File: src/sv/xbm_pkg.sv
// xbm_pkg: shared constants, codes and types of the xorshift byte MAC engine.
// Used by xbm_ctrl, xbm_dp and xorshift_byte_mac_engine. Depends on nothing.
package xbm_pkg;

	localparam logic [63:0] SEED_CONST  = 64'h9E37_79B9_7F4A_7C15;
	localparam logic [63:0] MUL_CONST   = 64'h2545_F491_4F6C_DD1D;
	localparam int          SHIFT_A     = 12;
	localparam int          SHIFT_B     = 25;
	localparam int          SHIFT_C     = 27;
	localparam int          COUNT_MAX   = 2047;
	localparam int          CNT_W       = 11;
	localparam int          MAC_BYTES_DEF = 16;
	localparam int          BLOB_BYTES  = 1024;

	// configuration register indexes
	localparam logic [1:0] REG_MODE     = 2'd0;
	localparam logic [1:0] REG_TWEAK    = 2'd1;
	localparam logic [1:0] REG_ABSORB   = 2'd2;
	localparam logic [1:0] REG_EXP_TYPE = 2'd3;

	typedef enum logic [2:0] {
		ST_BYTE = 3'd0,
		ST_OK   = 3'd1,
		ST_TYPE = 3'd2,
		ST_MAC  = 3'd3,
		ST_LEN  = 3'd4
	} status_t;

	typedef enum logic [2:0] {
		S_IDLE,
		S_CHECK,
		S_MUL_A,
		S_MUL_B,
		S_MUL_C,
		S_POST,
		S_EMIT
	} state_t;

	typedef enum logic [1:0] {
		K_ABSORB,
		K_COMPARE,
		K_SQUEEZE,
		K_VERDICT
	} kind_t;

	// controller -> datapath
	typedef struct packed {
		logic accept;     // latch input word
		logic count_step; // advance byte count
		logic mul_a;      // xorshift + low partial product
		logic mul_b;      // high x low cross product
		logic mul_c;      // low x high cross product, state update
		logic use_byte;   // xor input byte into state in mul_a
		logic compare;    // check squeezed byte against input byte in mul_c
		logic emit;       // load output register
		logic verdict;    // output word is a verdict
		logic sq_last;    // final squeezed byte of the run
		logic restart;    // back to message start
	} cmd_t;

	// datapath -> controller
	typedef struct packed {
		logic mode;
		logic last;
		logic absorb;  // byte count below absorb length
		logic in_mac;  // byte count below absorb length + MAC bytes
	} sts_t;

	function automatic logic [63:0] xs_shift(input logic [63:0] x);
		logic [63:0] y;
		y = x ^ (x >> SHIFT_A);
		y = y ^ (y << SHIFT_B);
		y = y ^ (y >> SHIFT_C);
		return y;
	endfunction

endpackage

File: src/sv/xbm_ctrl.sv
// xbm_ctrl: sequencer of the xorshift byte MAC engine and output valid flag.
// Depends on xbm_pkg.
module xbm_ctrl #(
	parameter int MAC_BYTES = xbm_pkg::MAC_BYTES_DEF
) (
	input  logic          clk,
	input  logic          arst_n,
	input  logic          in_valid,
	output logic          in_stall,
	output logic          out_valid,
	input  logic          out_stall,
	input  xbm_pkg::sts_t sts,
	output xbm_pkg::cmd_t cmd
);
	import xbm_pkg::*;

	localparam int SQ_W = (MAC_BYTES > 1) ? $clog2(MAC_BYTES) : 1;
	localparam logic [SQ_W-1:0] SQ_LAST = SQ_W'(MAC_BYTES - 1);

	state_t          state_q, state_d;
	kind_t           kind_q, kind_d;
	logic [SQ_W-1:0] sq_q, sq_d;
	logic            out_valid_q;
	logic            slot_free;
	logic            run_done;

	assign slot_free = !out_valid_q || !out_stall;
	assign run_done  = (kind_q == K_VERDICT) || (sq_q == SQ_LAST);

	always_comb begin
		state_d = state_q;
		kind_d  = kind_q;
		sq_d    = sq_q;
		case (state_q)
			S_IDLE: begin
				if (in_valid) begin
					state_d = S_CHECK;
				end
			end
			S_CHECK: begin
				if (sts.absorb) begin
					kind_d  = K_ABSORB;
					state_d = S_MUL_A;
				end else if (sts.mode && sts.in_mac) begin
					kind_d  = K_COMPARE;
					state_d = S_MUL_A;
				end else begin
					state_d = S_POST;
				end
			end
			S_MUL_A: state_d = S_MUL_B;
			S_MUL_B: state_d = S_MUL_C;
			S_MUL_C: begin
				state_d = (kind_q == K_SQUEEZE) ? S_EMIT : S_POST;
			end
			S_POST: begin
				if (!sts.mode && !sts.absorb) begin
					kind_d  = K_SQUEEZE;
					sq_d    = '0;
					state_d = S_MUL_A;
				end else if (sts.last) begin
					kind_d  = K_VERDICT;
					state_d = S_EMIT;
				end else begin
					state_d = S_IDLE;
				end
			end
			S_EMIT: begin
				if (slot_free) begin
					if (run_done) begin
						state_d = S_IDLE;
					end else begin
						sq_d    = sq_q + 1'b1;
						state_d = S_MUL_A;
					end
				end
			end
			default: state_d = S_IDLE;
		endcase
	end

	always_comb begin
		cmd            = '0;
		cmd.accept     = (state_q == S_IDLE) && in_valid;
		cmd.count_step = (state_q == S_CHECK);
		cmd.mul_a      = (state_q == S_MUL_A);
		cmd.mul_b      = (state_q == S_MUL_B);
		cmd.mul_c      = (state_q == S_MUL_C);
		cmd.use_byte   = (state_q == S_MUL_A) && (kind_q == K_ABSORB);
		cmd.compare    = (state_q == S_MUL_C) && (kind_q == K_COMPARE);
		cmd.emit       = (state_q == S_EMIT) && slot_free;
		cmd.verdict    = (kind_q == K_VERDICT);
		cmd.sq_last    = (sq_q == SQ_LAST);
		cmd.restart    = (state_q == S_EMIT) && slot_free && run_done;
	end

	always_ff @(posedge clk or negedge arst_n) begin
		if (!arst_n) begin
			state_q     <= S_IDLE;
			kind_q      <= K_ABSORB;
			sq_q        <= '0;
			out_valid_q <= 1'b0;
		end else begin
			state_q <= state_d;
			kind_q  <= kind_d;
			sq_q    <= sq_d;
			if (cmd.emit) begin
				out_valid_q <= 1'b1;
			end else if (!out_stall) begin
				out_valid_q <= 1'b0;
			end
		end
	end

	assign in_stall  = (state_q != S_IDLE);
	assign out_valid = out_valid_q;

endmodule

File: src/sv/xbm_dp.sv
// xbm_dp: datapath of the xorshift byte MAC engine: config registers, mixer
// state, shared 32x32 multiplier, message counters and output word register.
// Depends on xbm_pkg.
module xbm_dp #(
	parameter int MAC_BYTES = xbm_pkg::MAC_BYTES_DEF
) (
	input  logic          clk,
	input  logic          arst_n,
	input  logic          cfg_we,
	input  logic [1:0]    cfg_index,
	input  logic [63:0]   cfg_data,
	input  logic [7:0]    data_byte,
	input  logic          last,
	input  xbm_pkg::cmd_t cmd,
	output xbm_pkg::sts_t sts,
	output logic [7:0]    out_byte,
	output logic [2:0]    status,
	output logic          last_out
);
	import xbm_pkg::*;

	localparam int ABSORB_RAW = BLOB_BYTES - MAC_BYTES;
	localparam logic [CNT_W-1:0] ABSORB_RST =
		CNT_W'((ABSORB_RAW > COUNT_MAX) ? COUNT_MAX : ABSORB_RAW);
	localparam logic [CNT_W-1:0] ALEN_MAX = CNT_W'(COUNT_MAX - MAC_BYTES);
	localparam logic [CNT_W-1:0] MAC_LEN  = CNT_W'(MAC_BYTES);
	localparam logic [CNT_W-1:0] CNT_TOP  = CNT_W'(COUNT_MAX);

	// configuration
	logic             mode_q;
	logic [63:0]      tweak_q;
	logic [CNT_W-1:0] absorb_q;
	logic [31:0]      exp_type_q;

	// message state
	logic [63:0]      mix_q;
	logic [CNT_W-1:0] cnt_q;
	logic [31:0]      tag_q;
	logic             mac_eq_q;
	logic [7:0]       byte_q;
	logic             last_q;

	// multiplier operands and partial sums
	logic [63:0]      x_q;
	logic [63:0]      acc_q;
	logic [63:0]      x_new;
	logic [31:0]      op_a, op_b;
	logic [63:0]      prod;

	logic [CNT_W-1:0] alen;
	logic [CNT_W-1:0] alen_mac;
	logic             absorb;
	status_t          verdict;

	always_comb begin
		alen = absorb_q;
		if (alen == '0) begin
			alen = CNT_W'(1);
		end
		if (alen > ALEN_MAX) begin
			alen = ALEN_MAX;
		end
	end

	assign alen_mac   = alen + MAC_LEN;
	assign absorb     = (cnt_q < alen);
	assign sts.mode   = mode_q;
	assign sts.last   = last_q;
	assign sts.absorb = absorb;
	assign sts.in_mac = (cnt_q < alen_mac);

	assign x_new = xs_shift(mix_q ^ (cmd.use_byte ? {56'd0, byte_q} : 64'd0));

	always_comb begin
		if (cmd.mul_a) begin
			op_a = x_new[31:0];
			op_b = MUL_CONST[31:0];
		end else if (cmd.mul_b) begin
			op_a = x_q[63:32];
			op_b = MUL_CONST[31:0];
		end else begin
			op_a = x_q[31:0];
			op_b = MUL_CONST[63:32];
		end
	end

	assign prod = op_a * op_b;

	always_comb begin
		if (!mode_q || (cnt_q != alen_mac)) begin
			verdict = ST_LEN;
		end else if (tag_q != exp_type_q) begin
			verdict = ST_TYPE;
		end else if (!mac_eq_q) begin
			verdict = ST_MAC;
		end else begin
			verdict = ST_OK;
		end
	end

	always_ff @(posedge clk or negedge arst_n) begin
		if (!arst_n) begin
			mode_q     <= 1'b0;
			tweak_q    <= '0;
			absorb_q   <= ABSORB_RST;
			exp_type_q <= '0;
			cnt_q      <= '0;
			tag_q      <= '0;
			mac_eq_q   <= 1'b1;
		end else begin
			if (cfg_we) begin
				case (cfg_index)
					REG_MODE:     mode_q     <= cfg_data[0];
					REG_TWEAK:    tweak_q    <= cfg_data;
					REG_ABSORB:   absorb_q   <= cfg_data[CNT_W-1:0];
					REG_EXP_TYPE: exp_type_q <= cfg_data[31:0];
					default:      mode_q     <= mode_q;
				endcase
			end
			if (cmd.restart) begin
				cnt_q    <= '0;
				tag_q    <= '0;
				mac_eq_q <= 1'b1;
			end else begin
				if (cmd.accept && (cnt_q < CNT_W'(4))) begin
					tag_q[8*cnt_q[1:0] +: 8] <= tag_q[8*cnt_q[1:0] +: 8] | data_byte;
				end
				if (cmd.count_step) begin
					if (mode_q) begin
						if (cnt_q != CNT_TOP) begin
							cnt_q <= cnt_q + 1'b1;
						end
					end else if (absorb) begin
						cnt_q <= cnt_q + 1'b1;
					end
				end
				if (cmd.compare && (acc_q[7:0] != byte_q)) begin
					mac_eq_q <= 1'b0;
				end
			end
		end
	end

	always_ff @(posedge clk) begin
		if (cmd.accept) begin
			byte_q <= data_byte;
			last_q <= last;
			if (cnt_q == '0) begin
				mix_q <= SEED_CONST ^ tweak_q;
			end
		end
		if (cmd.mul_a) begin
			x_q   <= x_new;
			acc_q <= prod;
		end
		if (cmd.mul_b) begin
			acc_q[63:32] <= acc_q[63:32] + prod[31:0];
		end
		if (cmd.mul_c) begin
			mix_q <= {acc_q[63:32] + prod[31:0], acc_q[31:0]};
		end
		if (cmd.emit) begin
			if (cmd.verdict) begin
				out_byte <= 8'd0;
				status   <= verdict;
				last_out <= 1'b1;
			end else begin
				out_byte <= mix_q[7:0];
				status   <= ST_BYTE;
				last_out <= cmd.sq_last;
			end
		end
	end

endmodule

File: src/sv/xorshift_byte_mac_engine.sv
// xorshift_byte_mac_engine: top level of the byte-serial xorshift64* MAC and
// fingerprint engine. Depends on xbm_pkg, xbm_ctrl and xbm_dp.
//
// Usage
//   Input channel: data_byte/last, handshake in_valid/in_stall. A word is
//   taken on a rising edge with in_valid high and in_stall low; one message
//   byte per word, last marks the final byte.
//   Output channel: out_byte/status/last_out, handshake out_valid/out_stall.
//   Squeezed bytes carry status 0; verdicts carry out_byte 0, last_out 1.
//   Config channel: cfg_valid/cfg_ready with cfg_index (0 mode, 1 seed_tweak,
//   2 absorb_len, 3 type tag) and cfg_data. cfg_ready is always high; write
//   only while the engine is idle.
// Sequencing
//   Each xorshift64* step runs on one shared 32x32 multiplier: low x low,
//   then the two cross products. A byte that is absorbed or compared holds
//   in_stall through S_CHECK, S_MUL_A, S_MUL_B, S_MUL_C and S_POST, so no
//   new word is taken before the engine is through with the last one. A
//   generate run then squeezes MAC_BYTES bytes, each through the multiply
//   states and S_EMIT. A verdict is loaded in S_EMIT after the last byte.
// Reset and stall
//   arst_n clears sequencer, counters and config registers (absorb_len =
//   BLOB_BYTES - MAC_BYTES); no clearing pass. One output register holds the
//   result word; under out_stall the engine waits before loading the next
//   one, and input bytes that produce no result are still taken.
module xorshift_byte_mac_engine #(
	parameter int MAC_BYTES = xbm_pkg::MAC_BYTES_DEF
) (
	input  logic        clk,
	input  logic        arst_n,
	input  logic        in_valid,
	output logic        in_stall,
	input  logic [7:0]  data_byte,
	input  logic        last,
	output logic        out_valid,
	input  logic        out_stall,
	output logic [7:0]  out_byte,
	output logic [2:0]  status,
	output logic        last_out,
	input  logic        cfg_valid,
	output logic        cfg_ready,
	input  logic [1:0]  cfg_index,
	input  logic [63:0] cfg_data
);
	import xbm_pkg::*;

	cmd_t cmd;
	sts_t sts;

	// registers accept a write in any cycle
	assign cfg_ready = 1'b1;

	xbm_ctrl #(
		.MAC_BYTES (MAC_BYTES)
	) u_ctrl (
		.clk       (clk),
		.arst_n    (arst_n),
		.in_valid  (in_valid),
		.in_stall  (in_stall),
		.out_valid (out_valid),
		.out_stall (out_stall),
		.sts       (sts),
		.cmd       (cmd)
	);

	xbm_dp #(
		.MAC_BYTES (MAC_BYTES)
	) u_dp (
		.clk       (clk),
		.arst_n    (arst_n),
		.cfg_we    (cfg_valid && cfg_ready),
		.cfg_index (cfg_index),
		.cfg_data  (cfg_data),
		.data_byte (data_byte),
		.last      (last),
		.cmd       (cmd),
		.sts       (sts),
		.out_byte  (out_byte),
		.status    (status),
		.last_out  (last_out)
	);

	// a verdict always closes the run
	a_verdict_last: assert property (@(posedge clk) disable iff (!arst_n)
		(out_valid && (status != ST_BYTE)) |-> last_out)
		else $error("verdict without last_out");

	// verdicts carry a zero byte
	a_verdict_zero: assert property (@(posedge clk) disable iff (!arst_n)
		(out_valid && (status != ST_BYTE)) |-> (out_byte == 8'd0))
		else $error("verdict with nonzero out_byte");

	// a result is loaded only while the engine is busy with a byte
	a_emit_busy: assert property (@(posedge clk) disable iff (!arst_n)
		cmd.emit |-> in_stall)
		else $error("result loaded while idle");

	// status stays within the defined codes
	a_status_range: assert property (@(posedge clk) disable iff (!arst_n)
		out_valid |-> (status <= ST_LEN))
		else $error("undefined status code");

endmodule

File: config.mk
export PLATFORM = sky130hd
export DESIGN_NAME = xorshift_byte_mac_engine
export DESIGN_NICKNAME = d
export VERILOG_FILES = /design/src/sv/xbm_pkg.sv /design/src/sv/xbm_ctrl.sv /design/src/sv/xbm_dp.sv /design/src/sv/xorshift_byte_mac_engine.sv
export SDC_FILE = /design/constraint.sdc
export NUM_CORES = 2
export LEC_CHECK = 0
export BUFFER_PORTS_ARGS = -buffer_cell sky130_fd_sc_hd__clkbuf_2
export CAP_MARGIN = 40
export CORE_ASPECT_RATIO = 1.5
export CORE_UTILIZATION = 59
export DETAILED_ROUTE_END_ITERATION = 12
export GPL_TIMING_DRIVEN = 0
export MAX_ROUTING_LAYER = met4
export PLACE_DENSITY = 0.74
export SETUP_SLACK_MARGIN = 0.5
export SYNTH_ARGS = -nofsm -noshare
export SYNTH_HDL_FRONTEND = slang
export SYNTH_HIERARCHICAL = 1
export SYNTH_SLANG_ARGS = --single-unit
File: constraint.sdc
create_clock -name clk -period 18.9 [get_ports clk]
set_input_delay 4.725 -clock clk [delete_from_list [all_inputs] [get_ports clk]]
set_output_delay 4.725 -clock clk [all_outputs]
set_load 0.01 [all_outputs]
### Word-level counts from Yosys, hierarchy flattened

Cells that the tools add are included.

| storage, ports and cells | value |
|---|---|
| latch bits | 0 |
| logic and storage cells | 154 |
| flip-flop bits (word level) | 375 |
| memory bits (writable) | 0 |
| output and inout bits | 15 |
| memories | 0 |
| ROM bits | 0 |
| input port bits | 80 |

| cells by class | value |
|---|---|
| reductions and logical operators | 42 |
| multiplexer cells | 45 |
| div/mod/pow operators | 0 |
| order comparisons | 4 |
| bitwise gates (word level) | 7 |
| multipliers | 1 |
| add/sub/neg operators | 5 |
| equal/unequal tests | 25 |
| shifts and indexed selects | 3 |

Operator list:

| operator | count |
|---|---|
| two-way mux 64 bit | 4 |
| two-way mux 32 bit | 6 |
| bitwise XOR 64 bit | 2 |
| two-way mux 11 bit | 7 |
| multiplier 32 x 32 -> 64 bit | 1 |
| bitwise XOR 64 x 37 -> 64 bit | 1 |
| bitwise XOR 64 x 52 -> 64 bit | 1 |
| NOT 38 bit | 1 |
| negator 5 -> 34 bit | 1 |
| variable shift 8 x 34 -> 32 bit, first input constant | 1 |
| indexed part select 8 x 34 -> 32 bit | 1 |
| adder 32 bit | 1 |
| bitwise mux 32 bit | 1 |
| inequality test 32 bit | 1 |
| indexed part select 32 x 6 -> 8 bit | 1 |
| two-way mux 31 bit | 1 |
| two-way mux 3 bit | 8 |
| zero test 11 bit | 2 |
| < comparator 11 bit | 2 |
| one-hot mux 3 bit (7 select lines) | 1 |
| nonzero test 2 bit | 8 |
| two-way mux 2 bit | 7 |
| two-way mux 4 bit | 3 |
| AND reduction 2 bit | 6 |
| other kinds (34) | 64 |

### Depth between registers and ports, before layout

| depth | value |
|---|---|
| word-level depth | 11 |
| mapped depth | 49 |
| gate-level depth less buffers | 46 |

### Modules after synthesis

The synthesis kept the hierarchy.

Modules (own cells, without submodules):

| module | seq. area each (µm²) | area an instance (µm²) | cells an instance | times used |
|---|---|---|---|---|
| xbm_dp | 10208.5 | 41390.9 | 3744 | 1 |
| xbm_ctrl | 250.2 | 729.4 | 73 | 1 |
| xorshift_byte_mac_engine | 0.0 | 11.3 | 2 | 1 |

### Least setup slack after synthesis

Ideal clock, no wire load.

| timing | value |
|---|---|
| kind | reg2reg |
| from | register u_ctrl.state_q[0] |
| to | register u_dp.acc_q[62], data pin |
| clock period less this slack | 14.435 ns |
| slack | 4.465 ns |
| setup time | 0.261 ns |
| arrival time | 14.175 ns |
| path buffers | 5 |
| stages on the path, launching flop included | 41 |
| required time | 18.639 ns |
| path through | dfrtp_1 -> buf_6 -> nand2b_1 -> nor2_1 -> clkbuf_1 -> clkbuf_1 -> nor2_1 -> inv_1 -> clkbuf_1 -> nand2_1 -> inv_1 -> ha_1 -> fa_1 -> fa_1 -> inv_1 -> fa_1 -> fa_1 -> inv_1 -> [... 5 more ...] -> ha_1 -> clkbuf_1 -> a31oi_1 -> a21boi_0 -> a41oi_1 -> a31oi_1 -> o21ai_1 -> nand3_1 -> nand2_1 -> xor2_1 -> ha_1 -> nand2_1 -> o21ai_0 -> nand2b_1 -> a21o_1 -> a31oi_2 -> xnor2_1 -> a221o_1 |

RTL lines:

| what | line | RTL |
|---|---|---|
| start, declared | xbm_ctrl.sv:20 | `state_t state_q, state_d;` |
| start signal, assigned | xbm_ctrl.sv:104 | `state_q <= state_d;` |
| end signal, assigned | xbm_dp.sv:154 | `acc_q <= prod;` |
| end signal, assigned | xbm_dp.sv:157 | `acc_q[63:32] <= acc_q[63:32] + prod[31:0];` |
| end, declared | xbm_dp.sv:45 | `logic [63:0] acc_q;` |

==> results.yml <==
finish:
  area_growth_pct: 7.537
  fillers: 5683
  final_common_cell: "inv_1"
  final_cell_mix: "inv_1 (797), fa_1 (605), ha_1 (481), edfxtp_1 (213), nand2_1 (202)"
  drive_gt1_frac: 0.09729
  postLayoutCellArea_mm2: 0.04531
  nets: 5163
  final_core_util: 0.6433
timing:
  rsz0062_at_grt: "false"
  fin_worst_skew_ps: 19.73
  setup_viol: 0
  setup_ws_ps: 5173
  fin_crit_sh: 0.7263
  finalWorstPathRequiredPeriod_ps: 13730
  tightestPinTransition_ps: 969.7
  tns_ps: 0
  slew_headroom: 0.3535
  fmax_ghz: 0.07285
  final_hold_viol_count: 0
  drv_slew: 0
hold_path:
  holdCritPathClass: "register to register"
global_route:
  globalRouteTotalUtil: 0.3822
  grt_pass1_vias: 30880
  antenna_found_initial: 1
  grt_max_degree: 99
  grt_pass1_wl_mm: 190.9
  grt_overflow: 0
clock_tree:
  numClockSinks: 375
  cts_htree_levels: 1
  postCtsHoldBufs: 0
  numCtsBuffers: 29
  cts-root-buf: "clkbuf_16"
  clkLatencyLatePin_ps: 590
  clock_path_buffers: 3
  post-cts-setup-buffer-count: 0
  clk_pin_slew_worst_paths_ps: 80
  ctsResizeCount: 0
  cts_tree: "yes"
detailed_routing:
  dr_wl_met3_mm: 7.272
  top_layer: "met4"
  wire_per_inst_um: 26.09
  drtIter0Drc: 2163
  wl_met1_mm: 44.05
  first_pass_iters: 9
  dr_wl_met2_mm: 64.71
  drc_errors: 4
  wirelength_mm: 128.6
  drt-vias-per-instance: 5.898
  ant_nets: 0
  vias: 29080
synth:
  synth.distinct_cells: 94
  synth_seq_area_share: 0.2482
  syn_inst: 3819
  async_flop_share: 0.4320
  synthFlopType: "edfxtp_1"
  netlist_area_mm2: 0.04213
  synth_edf_count: 213
  ys_ff_latch: 375
  syn_avg_cell_area_um2: 11.03
  yosys_warnings: 6
worst_setup_path:
  crit_required_ps: 19240
  cp-end-kind: "register"
  cp_common_cell: "fa_1"
  cp_max_fo: 22
  max_stage_delay_ps: 650
  cpMaxStageDelayCell: "xor2_1"
  start_kind: "register"
  critical_path_class: "register to register"
  cp.arrival_ps: 14070
status:
  violations: "DRC"
  status: "finished, violations left"
placement:
  dp_slack_ps: 5348
  place_area_mm2: 0.04431
  routabilityCongestion: 1.073
  dp_hpwl_mm: 110.6
  io_buffers: 93
floorplan:
  io_pins: 95
  rows: 119
  start_util: 0.5982
  die_w_um: 220.2
  die_h_um: 329.3
  die_area_mm2: 0.07250
  coreArea_mm2: 0.07043
flow_run:
  drv_cap: 0
## worst paths after layout
check                      slack, ps  depth (start not counted)              start               end
min in group asynchronous       4140                          1             arst_n     u_dp/cnt_q[7]
max in group asynchronous      13840                          2             arst_n  u_dp/tweak_q[53]
max reg2reg                     5170                         43  u_ctrl/state_q[0]    u_dp/acc_q[62]
min                              510                          1   u_dp/tweak_q[56]  u_dp/tweak_q[56]
max                             5170                         43  u_ctrl/state_q[0]    u_dp/acc_q[62]
min reg2reg                      510                          1   u_dp/tweak_q[56]  u_dp/tweak_q[56]
## sequential cells by signal (all words and copies together) (netlist names)
register,flops
u_dp/acc_q,64
u_dp/mix_q,64
u_dp/tweak_q,64
u_dp/x_q,64
u_dp/exp_type_q,32
u_dp/tag_q,32
u_dp/absorb_q,11
u_dp/cnt_q,11
u_dp/byte_q,8
u_dp/out_byte,8
u_ctrl/sq_q,4
u_ctrl/state_q,3
u_dp/status,3
u_ctrl/kind_q,2
u_ctrl/out_valid,1
u_dp/last_out,1
u_dp/last_q,1
u_dp/mac_eq_q,1
u_dp/mode_q,1
## layer usage
metal  GRT usage  up-vias
met2      0.6305     1329
met3     0.04211      465
met4      0.3018        0
li1            -    12710
met1      0.4183    14570
met5           -        -
## synth_stat cells, types with 30 or more instances
cell type / instances / share of area
edfxtp_1: 213 / 0.15
xnor2_1: 186 / 0.039
mux2i_1: 31 / 0.0074
fa_1: 605 / 0.29
xor2_1: 97 / 0.020
nand2_1: 202 / 0.018
o21a_1: 30 / 0.0053
inv_1: 797 / 0.071
a21oi_1: 116 / 0.014
ha_1: 481 / 0.14
a21o_1: 52 / 0.0093
nand3_1: 30 / 0.0036
clkbuf_1: 67 / 0.0060
o21ai_0: 129 / 0.015
nor2_1: 117 / 0.010
mux2_2: 136 / 0.036
dfrtp_1: 155 / 0.092
## worst max-delay path, delay by kind of cell (launching register included)
family | cells | cell delay [ps]
XOR/XNOR | 2 | 820
buffers and inverters | 13 | 3380
AO/OA/AOI/OAI | 10 | 2640
flip-flops | 1 | 430
AND/OR/NAND/NOR | 8 | 1570
adder cells (fa/ha/maj) | 10 | 4620
## per-stage QoR
stage / hold slack (ps) / cells
final: 507.0 / 4930
after global routing: 523.6 / 4927
after CTS: 507.4 / 4923
after detailed placement: 492.9 / 4870
after global placement: 484.2 / 4821
after floorplan: 462.6 / 3821
## cell families after synthesis
logic type               count (synthesis)  synth area share
adder cells (fa/ha/maj)               1086            0.4303
AO/OA/AOI/OAI                          465           0.07086
other                                    3         0.0002673
multiplexers                           175           0.04799
XOR/XNOR                               286           0.06043
buffers and inverters                  883           0.07959
flip-flops                             375            0.2482
AND/OR/NAND/NOR                        546           0.06231
## area by class of cell
cell class	count	area, µm²	share of cell area
Clock buffer	40	870.8	0.01922
Sequential cell	375	10460	0.2308
Tap cell	907	1135	0.02505
Multi-Input combinational cell	2563	28350	0.6258
Antenna cell	4	10.01	0.0002209
Buffer	85	359.1	0.007926
Clock inverter	13	95.09	0.002099
Timing Repair Buffer	145	1028	0.02270
Inverter	798	2995	0.06611
Power is not shown: default switching activity piles up to over one toggle a cycle in this logic, so the estimate is an artifact.
